File: config.mk
export PLATFORM = sky130hd
export DESIGN_NAME = sorted_date_table
export DESIGN_NICKNAME = d
export VERILOG_FILES = /design/src/design/sdt_pkg.sv /design/src/design/sdt_ram.sv /design/src/design/sdt_seq.sv /design/src/design/sorted_date_table.sv
export SDC_FILE = /design/constraint.sdc
export NUM_CORES = 2
export LEC_CHECK = 0
export BUFFER_PORTS_ARGS = -buffer_cell sky130_fd_sc_hd__buf_4
export CORE_MARGIN = 1
export CORE_UTILIZATION = 50
export DETAILED_ROUTE_END_ITERATION = 16
export GPL_ROUTABILITY_DRIVEN = 0
export HOLD_SLACK_MARGIN = 0.06
export PLACE_DENSITY = 0.66
export REMOVE_ABC_BUFFERS = 1
export SYNTH_ARGS = -nofsm -noshare
export SYNTH_HDL_FRONTEND = slang
export SYNTH_SLANG_ARGS = --single-unit
export TNS_END_PERCENT = 10
File: constraint.sdc
create_clock -name aclk -period 5.9 [get_ports aclk]
set_input_delay 1.18 -clock aclk [delete_from_list [all_inputs] [get_ports aclk]]
set_output_delay 1.18 -clock aclk [all_outputs]
set_load 0.1 [all_outputs]
File: src/design/sdt_pkg.sv
// ----------------------------------------------------------------------------
// sdt_pkg: shared types and constants for the sorted date table
// command and status codes, table sizing and the result record
// ----------------------------------------------------------------------------
package sdt_pkg;

    localparam int TABLE_DEPTH = 64;
    localparam int ADDR_W      = $clog2(TABLE_DEPTH);
    localparam int CNT_W       = $clog2(TABLE_DEPTH + 1);

    localparam int DATE_W      = 21;
    localparam int POS_W       = 6;
    localparam int COUNT_OUT_W = 7;
    localparam int IDX_W       = 6;

    typedef enum logic [1:0] {
        CMD_INSERT = 2'd0,
        CMD_REMOVE = 2'd1,
        CMD_FIND   = 2'd2,
        CMD_READ   = 2'd3
    } cmd_t;

    typedef enum logic [3:0] {
        ST_INSERTED  = 4'd0,
        ST_DUPLICATE = 4'd1,
        ST_REMOVED   = 4'd2,
        ST_NOT_FOUND = 4'd3,
        ST_EMPTY     = 4'd4,
        ST_FULL      = 4'd5,
        ST_FOUND     = 4'd6,
        ST_READ_OK   = 4'd7,
        ST_BAD_INDEX = 4'd8
    } status_t;

    // date word: year [20:9], month [8:5], day [4:0]
    typedef struct packed {
        status_t                  status;
        logic [POS_W-1:0]         position;
        logic [COUNT_OUT_W-1:0]   entry_count;
        logic [DATE_W-1:0]        date;
    } res_t;

endpackage

File: src/design/sdt_ram.sv
// ----------------------------------------------------------------------------
// sdt_ram: simple dual-port ram
// one write port, one read port with registered read data
// ----------------------------------------------------------------------------
module sdt_ram #(
    parameter int DEPTH  = 64,
    parameter int WIDTH  = 21,
    parameter int ADDR_W = $clog2(DEPTH)
) (
    input  logic              aclk,
    input  logic              wr_en,
    input  logic [ADDR_W-1:0] wr_addr,
    input  logic [WIDTH-1:0]  wr_data,
    input  logic              rd_en,
    input  logic [ADDR_W-1:0] rd_addr,
    output logic [WIDTH-1:0]  rd_data
);

    logic [WIDTH-1:0] mem [DEPTH];
    logic [WIDTH-1:0] rd_data_reg;

    always_ff @(posedge aclk) begin
        if (wr_en) begin
            mem[wr_addr] <= wr_data;
        end
        if (rd_en) begin
            rd_data_reg <= mem[rd_addr];
        end
    end

    assign rd_data = rd_data_reg;

endmodule

File: src/design/sdt_seq.sv
// ----------------------------------------------------------------------------
// sdt_seq: command sequencer for the sorted date table
// linear scan with one shared comparator, then an entry-by-entry shift
// ----------------------------------------------------------------------------
module sdt_seq (
    input  logic                        aclk,
    input  logic                        aresetn,
    // command side
    input  logic                        cmd_valid,
    output logic                        cmd_ready,
    input  sdt_pkg::cmd_t               cmd_in,
    input  logic [sdt_pkg::DATE_W-1:0]  key_in,
    input  logic [sdt_pkg::IDX_W-1:0]   idx_in,
    // result side
    output logic                        res_valid,
    input  logic                        res_ready,
    output sdt_pkg::res_t               res_out,
    // table ram
    output logic                        wr_en,
    output logic [sdt_pkg::ADDR_W-1:0]  wr_addr,
    output logic [sdt_pkg::DATE_W-1:0]  wr_data,
    output logic                        rd_en,
    output logic [sdt_pkg::ADDR_W-1:0]  rd_addr,
    input  logic [sdt_pkg::DATE_W-1:0]  rd_data
);

    typedef enum logic [6:0] {
        S_IDLE      = 7'b0000001,
        S_SCAN_RD   = 7'b0000010,
        S_SCAN_CMP  = 7'b0000100,
        S_SHIFT_RD  = 7'b0001000,
        S_SHIFT_WR  = 7'b0010000,
        S_READ_WAIT = 7'b0100000,
        S_DONE      = 7'b1000000
    } state_t;

    localparam int CW = sdt_pkg::CNT_W;
    localparam int AW = sdt_pkg::ADDR_W;

    state_t                       state_reg, state_next;
    sdt_pkg::cmd_t                cmd_reg, cmd_next;
    logic [sdt_pkg::DATE_W-1:0]   key_reg, key_next;
    logic [sdt_pkg::IDX_W-1:0]    idx_reg, idx_next;
    logic [CW-1:0]                ptr_reg, ptr_next;
    logic [CW-1:0]                pos_reg, pos_next;
    logic [CW-1:0]                count_reg, count_next;
    sdt_pkg::res_t                res_reg, res_next;

    logic cmp_ge;
    logic cmp_eq;
    logic resolve;
    logic match;

    function automatic sdt_pkg::res_t make_res(
        input sdt_pkg::status_t           st,
        input logic [31:0]                pos,
        input logic [31:0]                cnt,
        input logic [sdt_pkg::DATE_W-1:0] date
    );
        sdt_pkg::res_t r;
        r.status      = st;
        r.position    = pos[sdt_pkg::POS_W-1:0];
        r.entry_count = cnt[sdt_pkg::COUNT_OUT_W-1:0];
        r.date        = date;
        return r;
    endfunction

    // shared compare unit: stored entry against the key
    assign cmp_ge = (rd_data >= key_reg);
    assign cmp_eq = (rd_data == key_reg);

    always_comb begin
        state_next = state_reg;
        cmd_next   = cmd_reg;
        key_next   = key_reg;
        idx_next   = idx_reg;
        ptr_next   = ptr_reg;
        pos_next   = pos_reg;
        count_next = count_reg;
        res_next   = res_reg;
        rd_en      = 1'b0;
        rd_addr    = ptr_reg[AW-1:0];
        wr_en      = 1'b0;
        wr_addr    = ptr_reg[AW-1:0];
        wr_data    = key_reg;
        resolve    = 1'b0;
        match      = 1'b0;

        unique case (state_reg)
            S_IDLE: begin
                if (cmd_valid) begin
                    cmd_next = cmd_in;
                    key_next = key_in;
                    idx_next = idx_in;
                    ptr_next = '0;
                    unique case (cmd_in)
                        sdt_pkg::CMD_INSERT: begin
                            if (32'(count_reg) >= sdt_pkg::TABLE_DEPTH) begin
                                res_next = make_res(sdt_pkg::ST_FULL, 32'd0,
                                                    32'(count_reg), key_in);
                                state_next = S_DONE;
                            end else begin
                                state_next = S_SCAN_RD;
                            end
                        end
                        sdt_pkg::CMD_REMOVE: begin
                            if (count_reg == '0) begin
                                res_next = make_res(sdt_pkg::ST_EMPTY, 32'd0,
                                                    32'(count_reg), key_in);
                                state_next = S_DONE;
                            end else begin
                                state_next = S_SCAN_RD;
                            end
                        end
                        sdt_pkg::CMD_FIND: begin
                            state_next = S_SCAN_RD;
                        end
                        sdt_pkg::CMD_READ: begin
                            if (count_reg == '0) begin
                                res_next = make_res(sdt_pkg::ST_EMPTY, 32'(idx_in),
                                                    32'(count_reg), '0);
                                state_next = S_DONE;
                            end else if (32'(idx_in) >= 32'(count_reg)) begin
                                res_next = make_res(sdt_pkg::ST_BAD_INDEX, 32'(idx_in),
                                                    32'(count_reg), '0);
                                state_next = S_DONE;
                            end else begin
                                rd_en      = 1'b1;
                                rd_addr    = AW'(idx_in);
                                state_next = S_READ_WAIT;
                            end
                        end
                        default: ;
                    endcase
                end
            end
            S_READ_WAIT: begin
                res_next = make_res(sdt_pkg::ST_READ_OK, 32'(idx_reg),
                                    32'(count_reg), rd_data);
                state_next = S_DONE;
            end
            S_SCAN_RD: begin
                if (ptr_reg == count_reg) begin
                    // ran off the end: key is above every entry
                    resolve = 1'b1;
                end else begin
                    rd_en      = 1'b1;
                    state_next = S_SCAN_CMP;
                end
            end
            S_SCAN_CMP: begin
                if (cmp_ge) begin
                    resolve = 1'b1;
                    match   = cmp_eq;
                end else begin
                    ptr_next   = ptr_reg + 1'b1;
                    state_next = S_SCAN_RD;
                end
            end
            S_SHIFT_RD: begin
                if (cmd_reg == sdt_pkg::CMD_INSERT) begin
                    if (ptr_reg == pos_reg) begin
                        wr_en      = 1'b1;
                        count_next = count_reg + 1'b1;
                        res_next   = make_res(sdt_pkg::ST_INSERTED, 32'(pos_reg),
                                              32'(count_reg) + 32'd1, key_reg);
                        state_next = S_DONE;
                    end else begin
                        rd_en      = 1'b1;
                        rd_addr    = AW'(ptr_reg - 1'b1);
                        state_next = S_SHIFT_WR;
                    end
                end else begin
                    if (CW'(ptr_reg + 1'b1) == count_reg) begin
                        count_next = count_reg - 1'b1;
                        res_next   = make_res(sdt_pkg::ST_REMOVED, 32'(pos_reg),
                                              32'(count_reg) - 32'd1, key_reg);
                        state_next = S_DONE;
                    end else begin
                        rd_en      = 1'b1;
                        rd_addr    = AW'(ptr_reg + 1'b1);
                        state_next = S_SHIFT_WR;
                    end
                end
            end
            S_SHIFT_WR: begin
                wr_en   = 1'b1;
                wr_data = rd_data;
                if (cmd_reg == sdt_pkg::CMD_INSERT) begin
                    ptr_next = ptr_reg - 1'b1;
                end else begin
                    ptr_next = ptr_reg + 1'b1;
                end
                state_next = S_SHIFT_RD;
            end
            S_DONE: begin
                if (res_ready) begin
                    state_next = S_IDLE;
                end
            end
            default: state_next = S_IDLE;
        endcase

        if (resolve) begin
            pos_next = ptr_reg;
            case (cmd_reg)
                sdt_pkg::CMD_INSERT: begin
                    if (match) begin
                        res_next = make_res(sdt_pkg::ST_DUPLICATE, 32'(ptr_reg),
                                            32'(count_reg), key_reg);
                        state_next = S_DONE;
                    end else begin
                        ptr_next   = count_reg;
                        state_next = S_SHIFT_RD;
                    end
                end
                sdt_pkg::CMD_REMOVE: begin
                    if (match) begin
                        state_next = S_SHIFT_RD;
                    end else begin
                        res_next = make_res(sdt_pkg::ST_NOT_FOUND, 32'd0,
                                            32'(count_reg), key_reg);
                        state_next = S_DONE;
                    end
                end
                default: begin
                    if (match) begin
                        res_next = make_res(sdt_pkg::ST_FOUND, 32'(ptr_reg),
                                            32'(count_reg), key_reg);
                    end else begin
                        res_next = make_res(sdt_pkg::ST_NOT_FOUND, 32'd0,
                                            32'(count_reg), key_reg);
                    end
                    state_next = S_DONE;
                end
            endcase
        end
    end

    always_ff @(posedge aclk) begin
        if (!aresetn) begin
            state_reg <= S_IDLE;
            count_reg <= '0;
        end else begin
            state_reg <= state_next;
            count_reg <= count_next;
        end
        cmd_reg <= cmd_next;
        key_reg <= key_next;
        idx_reg <= idx_next;
        ptr_reg <= ptr_next;
        pos_reg <= pos_next;
        res_reg <= res_next;
    end

    assign cmd_ready = (state_reg == S_IDLE);
    assign res_valid = (state_reg == S_DONE);
    assign res_out   = res_reg;

    a_count_bound: assert property (@(posedge aclk) disable iff (!aresetn)
        32'(count_reg) <= sdt_pkg::TABLE_DEPTH)
        else $error("entry count above table depth");

    a_write_in_shift: assert property (@(posedge aclk) disable iff (!aresetn)
        wr_en |-> (state_reg == S_SHIFT_RD || state_reg == S_SHIFT_WR))
        else $error("table written outside a shift");

    a_count_on_done: assert property (@(posedge aclk) disable iff (!aresetn)
        !$stable(count_reg) |-> (state_reg == S_DONE))
        else $error("entry count changed mid-command");

    a_scan_in_range: assert property (@(posedge aclk) disable iff (!aresetn)
        (state_reg == S_SCAN_CMP) |-> (ptr_reg < count_reg))
        else $error("scan compared an entry beyond the count");

endmodule

File: src/design/sorted_date_table.sv
// ----------------------------------------------------------------------------
// sorted_date_table: sorted table of distinct dates
// insert, remove, find and indexed read over a table kept in ascending order
// ----------------------------------------------------------------------------
// usage
//   s_ channel takes one command beat: insert, remove, find or read at index
//   m_ channel gives exactly one result beat per command: status, position,
//   entry count after the command and the date concerned
//   dates are ordered by year, then month, then day; no date validation
// command flow
//   one command at a time; s_tready is high only while the sequencer is idle
//   a scan goes entry by entry up to the key's place (one ram read, then one
//   compare in the shared comparator per entry), and an insert or remove
//   moves the shifted entries one by one (a ram read, then a ram write);
//   the table ram's single read port and its registered read set that order
// reset
//   aresetn low empties the table (count to zero) and drops m_tvalid
// stall
//   results sit in an output register; a stalled m_ side holds the beat and
//   the sequencer waits with the next result until that register frees up
// ----------------------------------------------------------------------------
module sorted_date_table (
    input  logic        aclk,
    input  logic        aresetn,
    input  logic        s_tvalid,
    output logic        s_tready,
    // cmd [1:0], day [6:2], month [10:7], year [22:11], index [28:23]
    input  logic [31:0] s_tdata,
    output logic        m_tvalid,
    input  logic        m_tready,
    // status [3:0], position [9:4], entry_count [16:10], out_day [21:17],
    // out_month [25:22], out_year [37:26]
    output logic [39:0] m_tdata
);

    logic                        cmd_ready;
    sdt_pkg::cmd_t               cmd_in;
    logic [sdt_pkg::DATE_W-1:0]  key_in;
    logic [sdt_pkg::IDX_W-1:0]   idx_in;

    logic                        res_valid;
    logic                        res_ready;
    sdt_pkg::res_t               res;

    logic                        wr_en;
    logic [sdt_pkg::ADDR_W-1:0]  wr_addr;
    logic [sdt_pkg::DATE_W-1:0]  wr_data;
    logic                        rd_en;
    logic [sdt_pkg::ADDR_W-1:0]  rd_addr;
    logic [sdt_pkg::DATE_W-1:0]  rd_data;

    logic                        m_tvalid_reg, m_tvalid_next;
    logic [39:0]                 m_tdata_reg, m_tdata_next;

    // day, month and year sit in the beat already in sort-key order
    assign cmd_in   = sdt_pkg::cmd_t'(s_tdata[1:0]);
    assign key_in   = s_tdata[22:2];
    assign idx_in   = s_tdata[28:23];
    assign s_tready = cmd_ready;

    sdt_seq u_seq (
        .aclk      (aclk),
        .aresetn   (aresetn),
        .cmd_valid (s_tvalid),
        .cmd_ready (cmd_ready),
        .cmd_in    (cmd_in),
        .key_in    (key_in),
        .idx_in    (idx_in),
        .res_valid (res_valid),
        .res_ready (res_ready),
        .res_out   (res),
        .wr_en     (wr_en),
        .wr_addr   (wr_addr),
        .wr_data   (wr_data),
        .rd_en     (rd_en),
        .rd_addr   (rd_addr),
        .rd_data   (rd_data)
    );

    sdt_ram #(
        .DEPTH  (sdt_pkg::TABLE_DEPTH),
        .WIDTH  (sdt_pkg::DATE_W),
        .ADDR_W (sdt_pkg::ADDR_W)
    ) u_ram (
        .aclk    (aclk),
        .wr_en   (wr_en),
        .wr_addr (wr_addr),
        .wr_data (wr_data),
        .rd_en   (rd_en),
        .rd_addr (rd_addr),
        .rd_data (rd_data)
    );

    // output register: free when empty or being drained this cycle
    assign res_ready = !m_tvalid_reg || m_tready;

    always_comb begin
        m_tvalid_next = m_tvalid_reg;
        m_tdata_next  = m_tdata_reg;
        if (res_valid && res_ready) begin
            m_tvalid_next = 1'b1;
            m_tdata_next  = {2'b00, res.date, res.entry_count, res.position, res.status};
        end else if (m_tready) begin
            m_tvalid_next = 1'b0;
        end
    end

    always_ff @(posedge aclk) begin
        if (!aresetn) begin
            m_tvalid_reg <= 1'b0;
        end else begin
            m_tvalid_reg <= m_tvalid_next;
        end
        m_tdata_reg <= m_tdata_next;
    end

    assign m_tvalid = m_tvalid_reg;
    assign m_tdata  = m_tdata_reg;

endmodule

==> impl_metrics.json <==
{
  "grt_overflow": 0,
  "synthesis.instances": 4795,
  "cap_viol_max_count": 0,
  "worst_ir_drop_vdd_uv": 284,
  "area_growth_syn_to_layout_pct": 14.4,
  "critical_path.max_fanout": 18,
  "path_common_cell": "sky130_fd_sc_hd__buf_4",
  "worst_skew_pair.late_latency_ns": 0.78,
  "cts_hold_bufs": 0,
  "tritoncts_clock_tree": "yes",
  "leakage_power_nw": 24.1,
  "timing.final.ws_setup_ns": 0.781,
  "row_count": 128,
  "design.die.area_mm2": 0.125,
  "drc": 0,
  "clk_path_buf_depth": 3,
  "route.detailed.wl_per_inst_um": 25.5,
  "gr-usage-all-layers_pct": 27.2,
  "dr_total_vias": 41140,
  "worst_ep_arrival_time_ns": 5.64,
  "num_antenna_cells": 0,
  "post_route_cells_drive_above_1_share_pct": 13.7,
  "synth.avg_cell_area_um2": 12.9,
  "crit_path_max_incr_delay_ns": 0.53,
  "routed_via_density": 6.13,
  "worstSetupStartpointType": "register",
  "filler_cell_count": 9528,
  "numPlacedInstances": 6447,
  "critical_path_cell_by_cell": "inv_1 -> ha_1 -> or3b_1 -> nor4_4 -> buf_4 -> or3_1 -> nor2_4 -> mux2_2 -> and2_4 -> buf_12 -> nand2_1 -> a311oi_1 -> a31oi_1 -> a21oi_1 -> o22ai_1 -> buf_4 -> nor3_1",
  "r2r_slack_ns": 0.78,
  "worstPathBufferInverterCount": 4,
  "antenna_found_initial": 1,
  "max-slew-margin-rel_pct": 19.6,
  "rsz0062_at_grt": "false",
  "holdCritStartpoint": "u_seq.res_out[4]",
  "hold_path_class": "register to register",
  "worst_ep_required_time_ns": 6.42,
  "power_density_mw_per_mm2": 345,
  "fin_cells": 6709,
  "ys.warnings.count": 0,
  "max_freq_mhz": 195,
  "post-cts-setup-buffer-count": 0,
  "grt_start_max_net_pins": 68,
  "design.final.nets": 5042,
  "drv_slew": 0,
  "buffer_ports.inserted": 72,
  "multiplexer_area_fraction_after_synthesis_pct": 0.373,
  "yosys.area_share.simple_pct": 14.7,
  "combinational_family_with_the_most_area_after_synthesis": "simple AND/OR/NAND/NOR gates",
  "total_cts_buffers": 151,
  "multiInputGateArea_mm2": 0.0159,
  "drt-initial-drc-count": 5715,
  "number_of_global_route_vias_before_repair": 38917,
  "chip_height_um": 353,
  "post-dp-hpwl_um": 102000,
  "synth-adder-area-share_pct": 0.645,
  "worst_clock_skew_ns": 0.0295,
  "timing.final.crit_share_pct": 86.8,
  "cp-end-kind": "register",
  "yosys_cell_types": 86,
  "register_area_mm2": 0.0444,
  "dp_worst_setup_slack_ns": 0.353,
  "synthArstFlopShare_pct": 0,
  "die_width_um": 353,
  "worst_hold_path.num_cells": 0,
  "drt.antenna.violating_nets": 0,
  "slowest_stage": "sky130_fd_sc_hd__mux2_2",
  "tightest_slew_ns": 1.20,
  "num_io_pins": 78,
  "wirelength_um": 171000,
  "ctsRootBufferMaster": "sky130_fd_sc_hd__clkbuf_16",
  "fin_total_pwr_mw": 24.4,
  "largest_register_ffs": 1344,
  "first_pass_iters": 9,
  "synth_seq_cells": 1499,
  "mostFrequentLayoutCells": "sky130_fd_sc_hd__edfxtp_1 (1439), sky130_fd_sc_hd__nand2_1 (1211), sky130_fd_sc_hd__nand3_1 (441), sky130_fd_sc_hd__buf_4 (321), sky130_fd_sc_hd__clkbuf_16 (158)",
  "clk_pin_slew_worst_paths_ns": 0.06,
  "path_class": "register to register",
  "worst-r2r-cell-count": 17,
  "netlist_area_mm2": 0.0617,
  "initial_cell_density_of_the_core_pct": 50.5,
  "cts-htree-levels": 4,
  "post_cts.resized_instances": 0,
  "cts.sinks": 1499,
  "critical_path.reg2reg.endpoint": "u_ram.rd_data[9]",
  "synth-edff-count": 1439,
  "synth-compound-area-share_pct": 8.84,
  "final_core_util_pct": 57.8,
  "worst_setup_path_startpoint": "u_seq.count_reg[0]",
  "report.final.setup_viol": 0,
  "crit_family": "simple AND/OR/NAND/NOR gates",
  "hold_ws_ns": 0.441,
  "worstReg2RegStart": "u_seq.count_reg[0]",
  "commonest_non_fill_non_tap_cell_in_the_layout": "sky130_fd_sc_hd__edfxtp_1",
  "synth_seq_area_share_pct": 72.0,
  "hold_viol": 0,
  "synth_xor_area_share_pct": 0.455,
  "yosys_most_used_dff": "sky130_fd_sc_hd__edfxtp_1",
  "layout_min_cycle_time_ns": 5.12,
  "wire_length_of_the_first_global_routing_pass_um": 252000,
  "core_area_mm2": 0.122,
  "hold_end": "m_tdata[21]",
  "run_status": "complete, no violations"
}
-- layout make-up --
cell class	instances	area share, %
Sequential cell	1499	63.0
Multi-Input combinational cell	2920	22.6
Clock buffer	186	5.78
Timing Repair Buffer	365	4.66
Tap cell	1625	2.88
Clock inverter	76	0.933
Inverter	38	0.202
-- how the worst max path moves through the flow --
stage | slack, ns | cells past startpoint | end
detailed placement | 0.35 | 16 | u_ram.rd_data[9]
floorplan | -8.49 | 13 | u_ram.rd_data[17]
CTS | 0.80 | 17 | u_ram.rd_data[9]
global placement | 0.45 | 16 | u_ram.rd_data[16]
global route | 0.57 | 17 | u_ram.rd_data[9]
finish | 0.78 | 17 | u_ram.rd_data[9]
-- cell families after synthesis --
kind of cell,count (synthesis)
AO/OA/AOI/OAI,751
XOR/XNOR,32
adder cells (fa/ha/maj),32
buffers and inverters,377
flip-flops,1499
multiplexers,20
other,1
AND/OR/NAND/NOR,2083
-- power by group --
part	internal [mW]	switching [mW]	total, mW
registers	12.0	0.120	12.1
logic	0.882	2.10	2.99
clock network	5.33	3.94	9.27
total	18.2	6.16	24.4
-- worst register-to-register path, stage by stage (launching register included) --
cell	delay (ns)
sky130_fd_sc_hd__dfxtp_1	0.31
sky130_fd_sc_hd__inv_1	0.26
sky130_fd_sc_hd__ha_1	0.29
sky130_fd_sc_hd__or3b_1	0.44
sky130_fd_sc_hd__nor4_4	0.15
sky130_fd_sc_hd__buf_4	0.19
sky130_fd_sc_hd__or3_1	0.21
sky130_fd_sc_hd__nor2_4	0.09
sky130_fd_sc_hd__mux2_2	0.53
sky130_fd_sc_hd__and2_4	0.46
sky130_fd_sc_hd__buf_12	0.21
sky130_fd_sc_hd__nand2_1	0.07
sky130_fd_sc_hd__a311oi_1	0.42
sky130_fd_sc_hd__a31oi_1	0.14
sky130_fd_sc_hd__a21oi_1	0.31
sky130_fd_sc_hd__o22ai_1	0.15
sky130_fd_sc_hd__buf_4	0.21
sky130_fd_sc_hd__nor3_1	0.43
-- metal layers --
metal / global-route usage (%) / wire, um / up-vias
li1: - / - / 18352
met1: 38.7 / 70000 / 20273
met2: 41.2 / 77000 / 2189
met3: 4.75 / 16400 / 326
met4: 12.0 / 7590 / 0
met5: 0 / 0 / -
-- synth_stat cells (all sizes together) (17+ instances only) --
cell,n,area (um2)
a211oi,71,546
a21oi,103,515
a221o,17,170
a221oi,21,184
a222oi,19,190
a22oi,20,165
a311oi,129,1130
a31oi,92,591
a32oi,23,201
and3,127,795
buf,220,1190
clkbuf,119,447
dfxtp,60,1200
edfxtp,1439,43200
ha,31,388
inv,36,135
nand2,1212,4550
nand3,441,2210
nor2,138,541
nor3,86,430
o21ai,100,500
o22ai,30,188
o2bb2ai,23,201
o31ai,20,155
xnor2,27,236
-- stage by stage --
stage / instance area, um2 / setup TNS [ns]
after floorplan: 60000 / -172.72
after global placement: 65800 / 0
after detailed placement: 65800 / 0
after CTS: 70600 / 0
after global routing: 70600 / 0
final: 70600 / 0
Power figures use the tool's default switching activity.
